## src/rtl/snoise_pkg.sv

```systemverilog
// Shared constants, types and functions of the simplex noise block.
// Holds fixed-point factors, the permutation table and the gradient dot helper.
// Depends on nothing.
`default_nettype none

package snoise_pkg;

    localparam int COORD_FRAC_BITS = 16;
    localparam int UP_SHIFT = 30 - COORD_FRAC_BITS;
    localparam int CELL_W = 35 - COORD_FRAC_BITS;
    localparam int SUM_W = 34;
    localparam int OFS_W = 34;
    localparam int D_W = 28;
    localparam int NCORN = 4;
    localparam int QDEPTH = 4;
    localparam int QPTR_W = $clog2(QDEPTH);
    localparam int QCNT_W = QPTR_W + 1;

    localparam logic MODE_2D = 1'b0;
    localparam logic MODE_3D = 1'b1;

    localparam logic signed [29:0] SKEW2 = 30'sd393016785;
    localparam logic signed [29:0] UNSKEW2 = 30'sd226908346;
    localparam logic signed [29:0] SKEW3 = 30'sd357913941;
    localparam logic signed [29:0] UNSKEW3 = 30'sd178956971;
    localparam logic signed [OFS_W-1:0] ONE_Q30 = 34'sh040000000;
    localparam logic signed [34:0] FALL2 = 35'sd8388608;
    localparam logic signed [34:0] FALL3 = 35'sd10066330;

    localparam logic [7:0] PERM [256] = '{
        8'd151, 8'd160, 8'd137, 8'd91, 8'd90, 8'd15, 8'd131, 8'd13, 8'd201, 8'd95,
        8'd96, 8'd53, 8'd194, 8'd233, 8'd7, 8'd225, 8'd140, 8'd36, 8'd103, 8'd30,
        8'd69, 8'd142, 8'd8, 8'd99, 8'd37, 8'd240, 8'd21, 8'd10, 8'd23, 8'd190,
        8'd6, 8'd148, 8'd247, 8'd120, 8'd234, 8'd75, 8'd0, 8'd26, 8'd197, 8'd62,
        8'd94, 8'd252, 8'd219, 8'd203, 8'd117, 8'd35, 8'd11, 8'd32, 8'd57, 8'd177,
        8'd33, 8'd88, 8'd237, 8'd149, 8'd56, 8'd87, 8'd174, 8'd20, 8'd125, 8'd136,
        8'd171, 8'd168, 8'd68, 8'd175, 8'd74, 8'd165, 8'd71, 8'd134, 8'd139, 8'd48,
        8'd27, 8'd166, 8'd77, 8'd146, 8'd158, 8'd231, 8'd83, 8'd111, 8'd229, 8'd122,
        8'd60, 8'd211, 8'd133, 8'd230, 8'd220, 8'd105, 8'd92, 8'd41, 8'd55, 8'd46,
        8'd245, 8'd40, 8'd244, 8'd102, 8'd143, 8'd54, 8'd65, 8'd25, 8'd63, 8'd161,
        8'd1, 8'd216, 8'd80, 8'd73, 8'd209, 8'd76, 8'd132, 8'd187, 8'd208, 8'd89,
        8'd18, 8'd169, 8'd200, 8'd196, 8'd135, 8'd130, 8'd116, 8'd188, 8'd159, 8'd86,
        8'd164, 8'd100, 8'd109, 8'd198, 8'd173, 8'd186, 8'd3, 8'd64, 8'd52, 8'd217,
        8'd226, 8'd250, 8'd124, 8'd123, 8'd5, 8'd202, 8'd38, 8'd147, 8'd118, 8'd126,
        8'd255, 8'd82, 8'd85, 8'd212, 8'd207, 8'd206, 8'd59, 8'd227, 8'd47, 8'd16,
        8'd58, 8'd17, 8'd182, 8'd189, 8'd28, 8'd42, 8'd223, 8'd183, 8'd170, 8'd213,
        8'd119, 8'd248, 8'd152, 8'd2, 8'd44, 8'd154, 8'd163, 8'd70, 8'd221, 8'd153,
        8'd101, 8'd155, 8'd167, 8'd43, 8'd172, 8'd9, 8'd129, 8'd22, 8'd39, 8'd253,
        8'd19, 8'd98, 8'd108, 8'd110, 8'd79, 8'd113, 8'd224, 8'd232, 8'd178, 8'd185,
        8'd112, 8'd104, 8'd218, 8'd246, 8'd97, 8'd228, 8'd251, 8'd34, 8'd242, 8'd193,
        8'd238, 8'd210, 8'd144, 8'd12, 8'd191, 8'd179, 8'd162, 8'd241, 8'd81, 8'd51,
        8'd145, 8'd235, 8'd249, 8'd14, 8'd239, 8'd107, 8'd49, 8'd192, 8'd214, 8'd31,
        8'd181, 8'd199, 8'd106, 8'd157, 8'd184, 8'd84, 8'd204, 8'd176, 8'd115, 8'd121,
        8'd50, 8'd45, 8'd127, 8'd4, 8'd150, 8'd254, 8'd138, 8'd236, 8'd205, 8'd93,
        8'd222, 8'd114, 8'd67, 8'd29, 8'd24, 8'd72, 8'd243, 8'd141, 8'd128, 8'd195,
        8'd78, 8'd66, 8'd215, 8'd61, 8'd156, 8'd180
    };

    typedef struct packed {
        logic                  live;
        logic signed [D_W-1:0] dx;
        logic signed [D_W-1:0] dy;
        logic signed [D_W-1:0] dz;
        logic [7:0]            hash;
    } t_corner;

    typedef struct packed {
        logic                   mode;
        t_corner [NCORN-1:0]    c;
    } t_job;

    function automatic logic signed [29:0] grad_dot(
        input logic [7:0] h,
        input logic signed [D_W-1:0] dx,
        input logic signed [D_W-1:0] dy,
        input logic signed [D_W-1:0] dz
    );
        logic [15:0] prod;
        logic [7:0] quo;
        logic [7:0] rem;
        logic signed [29:0] x;
        logic signed [29:0] y;
        logic signed [29:0] z;
        logic signed [29:0] r;
        prod = 16'(h) * 16'd171;
        quo = 8'(prod[15:11]);
        rem = h - 8'(quo * 8'd12);
        x = 30'(dx);
        y = 30'(dy);
        z = 30'(dz);
        case (rem[3:0])
            4'd0: r = x + y;
            4'd1: r = y - x;
            4'd2: r = x - y;
            4'd3: r = -x - y;
            4'd4: r = x + z;
            4'd5: r = z - x;
            4'd6: r = x - z;
            4'd7: r = -x - z;
            4'd8: r = y + z;
            4'd9: r = z - y;
            4'd10: r = y - z;
            4'd11: r = -y - z;
            default: r = '0;
        endcase
        return r;
    endfunction

endpackage

`default_nettype wire

```

## src/rtl/snoise_queue.sv

```systemverilog
// Short job queue between the front and back pipelines.
// Depends on snoise_pkg.
`default_nettype none

module snoise_queue (
    input  logic             i_clk,
    input  logic             i_rst_n,
    input  logic             i_valid,
    output logic             o_ready,
    input  snoise_pkg::t_job i_job,
    output logic             o_valid,
    input  logic             i_ready,
    output snoise_pkg::t_job o_job
);
    import snoise_pkg::*;

    logic [QPTR_W-1:0] r_wr;
    logic [QPTR_W-1:0] r_rd;
    logic [QCNT_W-1:0] r_cnt;
    t_job              r_mem [QDEPTH];
    logic              push;
    logic              pop;

    assign o_ready = (r_cnt != QCNT_W'(QDEPTH));
    assign o_valid = (r_cnt != '0);
    assign o_job   = r_mem[r_rd];
    assign push    = i_valid && o_ready;
    assign pop     = o_valid && i_ready;

    always_ff @(posedge i_clk) begin
        if (!i_rst_n) begin
            r_wr  <= '0;
            r_rd  <= '0;
            r_cnt <= '0;
        end else begin
            if (push) begin
                r_wr <= r_wr + 1'b1;
            end
            if (pop) begin
                r_rd <= r_rd + 1'b1;
            end
            case ({push, pop})
                2'b10: r_cnt <= r_cnt + 1'b1;
                2'b01: r_cnt <= r_cnt - 1'b1;
                default: r_cnt <= r_cnt;
            endcase
        end
    end

    always_ff @(posedge i_clk) begin
        if (push) begin
            r_mem[r_wr] <= i_job;
        end
    end

    a_cnt_max: assert property (@(posedge i_clk) disable iff (!i_rst_n)
        r_cnt <= QCNT_W'(QDEPTH))
        else $error("queue count beyond depth");
    a_fill: assert property (@(posedge i_clk) disable iff (!i_rst_n)
        (push && !pop) |=> (r_cnt == $past(r_cnt) + 1'b1))
        else $error("queue count missed a push");
    a_drain: assert property (@(posedge i_clk) disable iff (!i_rst_n)
        (pop && !push) |=> (r_cnt == $past(r_cnt) - 1'b1))
        else $error("queue count missed a pop");
    a_empty_ptr: assert property (@(posedge i_clk) disable iff (!i_rst_n)
        (r_cnt == '0) |-> (r_wr == r_rd))
        else $error("queue pointers disagree when empty");

endmodule

`default_nettype wire

```

## config.mk

```make
export PLATFORM = sky130hd
export DESIGN_NAME = snoise_queue
export DESIGN_NICKNAME = d
export VERILOG_FILES = /design/src/rtl/snoise_pkg.sv /design/src/rtl/snoise_queue.sv
export SDC_FILE = /design/constraint.sdc
export NUM_CORES = 1
export LEC_CHECK = 0
export ABC_AREA = 1
export BUFFER_PORTS_ARGS = -buffer_cell sky130_fd_sc_hd__buf_2
export CAP_MARGIN = 30
export CORE_UTILIZATION = 55
export CTS_BUF_LIST = sky130_fd_sc_hd__clkbuf_8
export DETAILED_ROUTE_END_ITERATION = 7
export GPL_ROUTABILITY_DRIVEN = 0
export PLACE_DENSITY = 0.78
export SLEW_MARGIN = 5
export SYNTH_ARGS = -nofsm -noshare
export SYNTH_HDL_FRONTEND = slang
export SYNTH_SLANG_ARGS = --single-unit
```

## constraint.sdc

```tcl
create_clock -name i_clk -period 40.7 [get_ports i_clk]
set_input_delay 8.14 -clock i_clk [delete_from_list [all_inputs] [get_ports i_clk]]
set_output_delay 8.14 -clock i_clk [all_outputs]
set_load 0.05 [all_outputs]
```

* Word-level counts from Yosys, hierarchy flattened *
Memory sizes are Yosys's and may differ from the RTL's. A register that Yosys moved wholly into a read port is not among the register bits.
Cells that the tools add are included.

operators by class
  $add $sub $neg = 4
  eq/ne operators = 3
  mux-type cells = 5
  reductions and logical operators = 4

operators with widths
  operator                                                               count
  3-bit one-hot mux with 2 select lines                                  1
  2-bit by 1-bit adder with 2-bit output, second input constant          2
  2-bit 2-to-1 mux                                                       2
  3-bit by 1-bit adder with 3-bit output, second input constant          1
  3-bit inequality test, second input constant                           1
  3-bit nonzero test                                                     1
  3-bit by 1-bit subtractor with 3-bit output, second input constant     1
  2-bit by 1-bit equality test with 1-bit output, second input constant  1
  2-bit equality test, second input constant                             1
  1-bit logical AND                                                      2
  1-bit 2-to-1 mux                                                       2
  2-bit nonzero test                                                     1

storage, ports and cells
  register bits = 7
  RAM bits = 1492
  input port bits = 377
  output and inout port bits = 375
  logic and storage cells = 20
  memories = 1

memories
  memory  words  width  read ports  clocked after Yosys merged registers in  write ports  line                text
  r_mem   4      373    1           1                                        1            snoise_queue.sv:20  t_job r_mem [QDEPTH];

* Logic depth before layout (Yosys ltp) *
  depth in word-level cells = 4
  depth in mapped cells = 13

* Worst setup path before layout *
Ideal clock, no wire load.

  kind = input-to-reg
  start point = input port i_valid
  end point = memory r_mem[0][0] (netlist name), enable pin
  arrival time = 23781 ps
  slack = 15801 ps
  stages on the path = 2
  path buffers = 0
  cell sequence = nand2_1 nor2_1

between the ends
  cells in the longest elaborated chain, start to end = 3

ends and longest elaborated chain
  item                                    line                text
  start, declared                         snoise_queue.sv:8   input logic i_valid,
  1-bit logical AND                       snoise_queue.sv:27  assign push = i_valid && o_ready;
  1-bit 2-to-1 mux                        snoise_queue.sv:51  if (push) begin
  1-bit 2-to-1 mux (implied by the code)  snoise_queue.sv:52  r_mem[r_wr] <= i_job;
  end, declared                           snoise_queue.sv:20

Every way passes these cells.

==> flow_metrics.tcl <==
set metrics [dict create \
    status "finished clean" \
    worst_pin_slew_ns 1.160 \
    timing.hold.ws_ns 0.5021 \
    wire_per_inst_um 21.42 \
    p_leak_nw 22.52 \
    placed_area_um2 60120 \
    hold_viol_final 0 \
    fin_nets 4829 \
    cts-resized-gates 0 \
    drive_gt1_share_pct 22.89 \
    combPwrFrac_pct 33.0 \
    synth_top_area_cell "edfxtp_1" \
    cts-root-buf "clkbuf_8" \
    path_buf_inv 4 \
    antenna_left 0 \
    skew_ns 0.03832 \
    track_usage_pct 24.06 \
    timing.rr.start "r_cnt[1]" \
    row_count 116 \
    period_share_pct 32.46 \
    routed_via_density 5.692 \
    cp_slowest_stage_delay_ns 0.91 \
    worst_path_most_repeated_cell "buf_4" \
    area_growth_pct 15.15 \
    num_vias 34300 \
    synth_flop_cell "edfxtp_1" \
    grt_pass1_vias 32810 \
    power.share.clock_pct 24.6 \
    clk_latency_ns 0.89 \
    worstPathRequired_ns 32.56 \
    holdCritPathClass "register to register" \
    endpoint_kind "output port" \
    syn-instance-count 3674 \
    min_period_ns 13.21 \
    cts_buffer_depth 3 \
    cp_cell_sequence "buf_4 > buf_4 > buf_12 > o21ai_0 > o22ai_1 > buf_2" \
    synth_common_cells "1492 x edfxtp_1, 756 x nor2_1, 381 x o21ai_0, 373 x o22ai_1, 367 x o21ai_1" \
    postCtsSetupBuffers 0 \
    path_clk_slew_ns 0.06 \
    setup_viol 0 \
    drtIter0Drc 2947 \
    coreArea_um2 100300 \
    grt_max_degree 239 \
    worst_ir_drop_vdd_mv 0.05611 \
    path_class "register to output port" \
    dp_hpwl_um 75250 \
    async_flop_share_pct 0 \
    seq_power_share_pct 42.4 \
    cts_htree_levels 4 \
    cts_buffers 221 \
    cp-start-kind "register" \
    synth-seq-cells 1501 \
    die-area_um2 102800 \
    drt-total-wl_um 129100 \
    syn-mean-instance-area_um2 15.20 \
    maxSlewHeadroom_pct 22.67 \
    overflow 0 \
    syn_nets 4057 \
    dr.pass1.iters 5 \
    pwr_density_cell_nw_per_um2 68.63 \
    swShare_pct 39.86 \
    design_area_um2 64310 \
    synthMostInstantiatedCell "edfxtp_1" \
    critPathTopFamily "buffers and inverters" \
    cts_sinks 1501 \
    ios 752 \
    cts_tree "done" \
    ctsHoldBuffers 0 \
    yosysSeqAreaShare_pct 80.55 \
    cp_slowest_cell "dfxtp_4" \
    die_w_um 320.7 \
    ys_types 19 \
    rsz0062_at_grt "no" \
    grt_pass1_wl_um 187900 \
    internal_power_mw 2.654 \
    drv_cap 0 \
    finalSetupTns_ns 0 \
    ys_warn_count 0 \
    portBuffers 751 \
    synth_edf_count 1492 \
    synth_top_area_share_pct 80.22 \
    start_util_pct 55.69 \
    drc 0 \
    min_from "r_wr[1]" \
    antenna_found_initial 61 \
    cp.arrival_ns 5.07 \
    die_height_um 320.7 \
    path_max_fanout 188 \
    syn-cell-area_um2 55850 \
    clock.fmax_ghz 0.07569 \
    switchingPower_mw 1.759 \
    ys_top_cells_by_area "edfxtp_1 80%, nor2_1 5.1%, o22ai_1 4.2%, o21ai_0 3.4%, o21ai_1 3.3%" \
    p_total_mw 4.414 \
    slew_violations 0 \
]
through the flow:
step / std cells / utilization, % / setup slack, ns
finish: 6026 / 64.12 / 27.49
floorplan: 3674 / - / 15.80
global route: 6021 / 64.11 / 27.17
global placement: 5572 / 59.89 / 27.70
detailed placement: 5575 / 59.94 / 27.64
CTS: 5982 / 63.89 / 27.45
state kept, by name (all words and copies together), names as in the netlist, named ones only:
register	flops
r_wr	2
r_rd	2
r_mem	1492
r_cnt	3
path summary, 6_finish.rpt:
check / to / slack, ns / depth (start not counted)
worst min-delay path: r_wr[1] / 0.50 / 2
worst min register to register: r_wr[1] / 0.50 / 2
worst max-delay path: o_job[176] / 27.49 / 6
worst max register to register: r_mem[1][141] / 35.76 / 10
layout by cell type (no fill, tap or decap):
master / n
nor2_1: 752
buf_4: 30
clkbuf_8: 224
inv_12: 4
nor2_4: 4
clkinv_16: 1
dfxtp_1: 7
buf_16: 5
o21ai_0: 381
buf_2: 751
a21oi_1: 5
bufinv_16: 3
edfxtp_1: 1492
o21ai_1: 367
inv_1: 104
nand2_1: 15
dfxtp_4: 2
clkinv_2: 17
buf_12: 10
diode_2: 39
clkinvlp_4: 4
clkinv_1: 63
inv_8: 5
o22ai_1: 373
ha_1: 5
nand3_1: 5
fa_1: 1
layer usage:
metal  vias up  share of wire [%]  GRT usage (%)
met2      1488                 50          38.95
met5         -               0.22              0
met3       339                8.8          7.363
met4        44                5.0          14.40
li1      15620                  -              -
met1     16810                 36          28.39
power by group through the flow:
stage	logic (mW)	registers (mW)	clock network, mW
detailed placement	1.45	1.90	0
CTS	1.45	1.87	1.10
floorplan	1.11	1.97	0
global route	1.52	1.88	1.17
finish	1.46	1.87	1.08
global placement	1.43	1.90	0
cells by family (layout without fill, tap and decap cells):
family	count (synthesis)	count (layout)	synth area share, %
DFF	1501	1501	80.55
buffers and inverters	265	1221	3.152
and+or+nand+nor	776	776	5.227
adders and majority gates	6	6	0.1479
AOI/OAI and AO/OA	1126	1126	10.93
other	0	39	0
tightest hold or removal path: stages, from the launching register on:
cell and delay (ns):
dfxtp_1 0.33, nand2_1 0.07, a21oi_1 0.05
layout make-up:
cell class / instances / area, um2
sequential: 1501 / 44990
fill: 6946 / 35980
multi-input combinational: 1908 / 9134
timing repair buffer: 796 / 4322
clock buffer: 224 / 3083
tap: 1357 / 1698
clock inverter: 183 / 882.1
inverter: 18 / 101.3
antenna: 39 / 97.59
No activity file was read; power rests on OpenSTA's default activity.
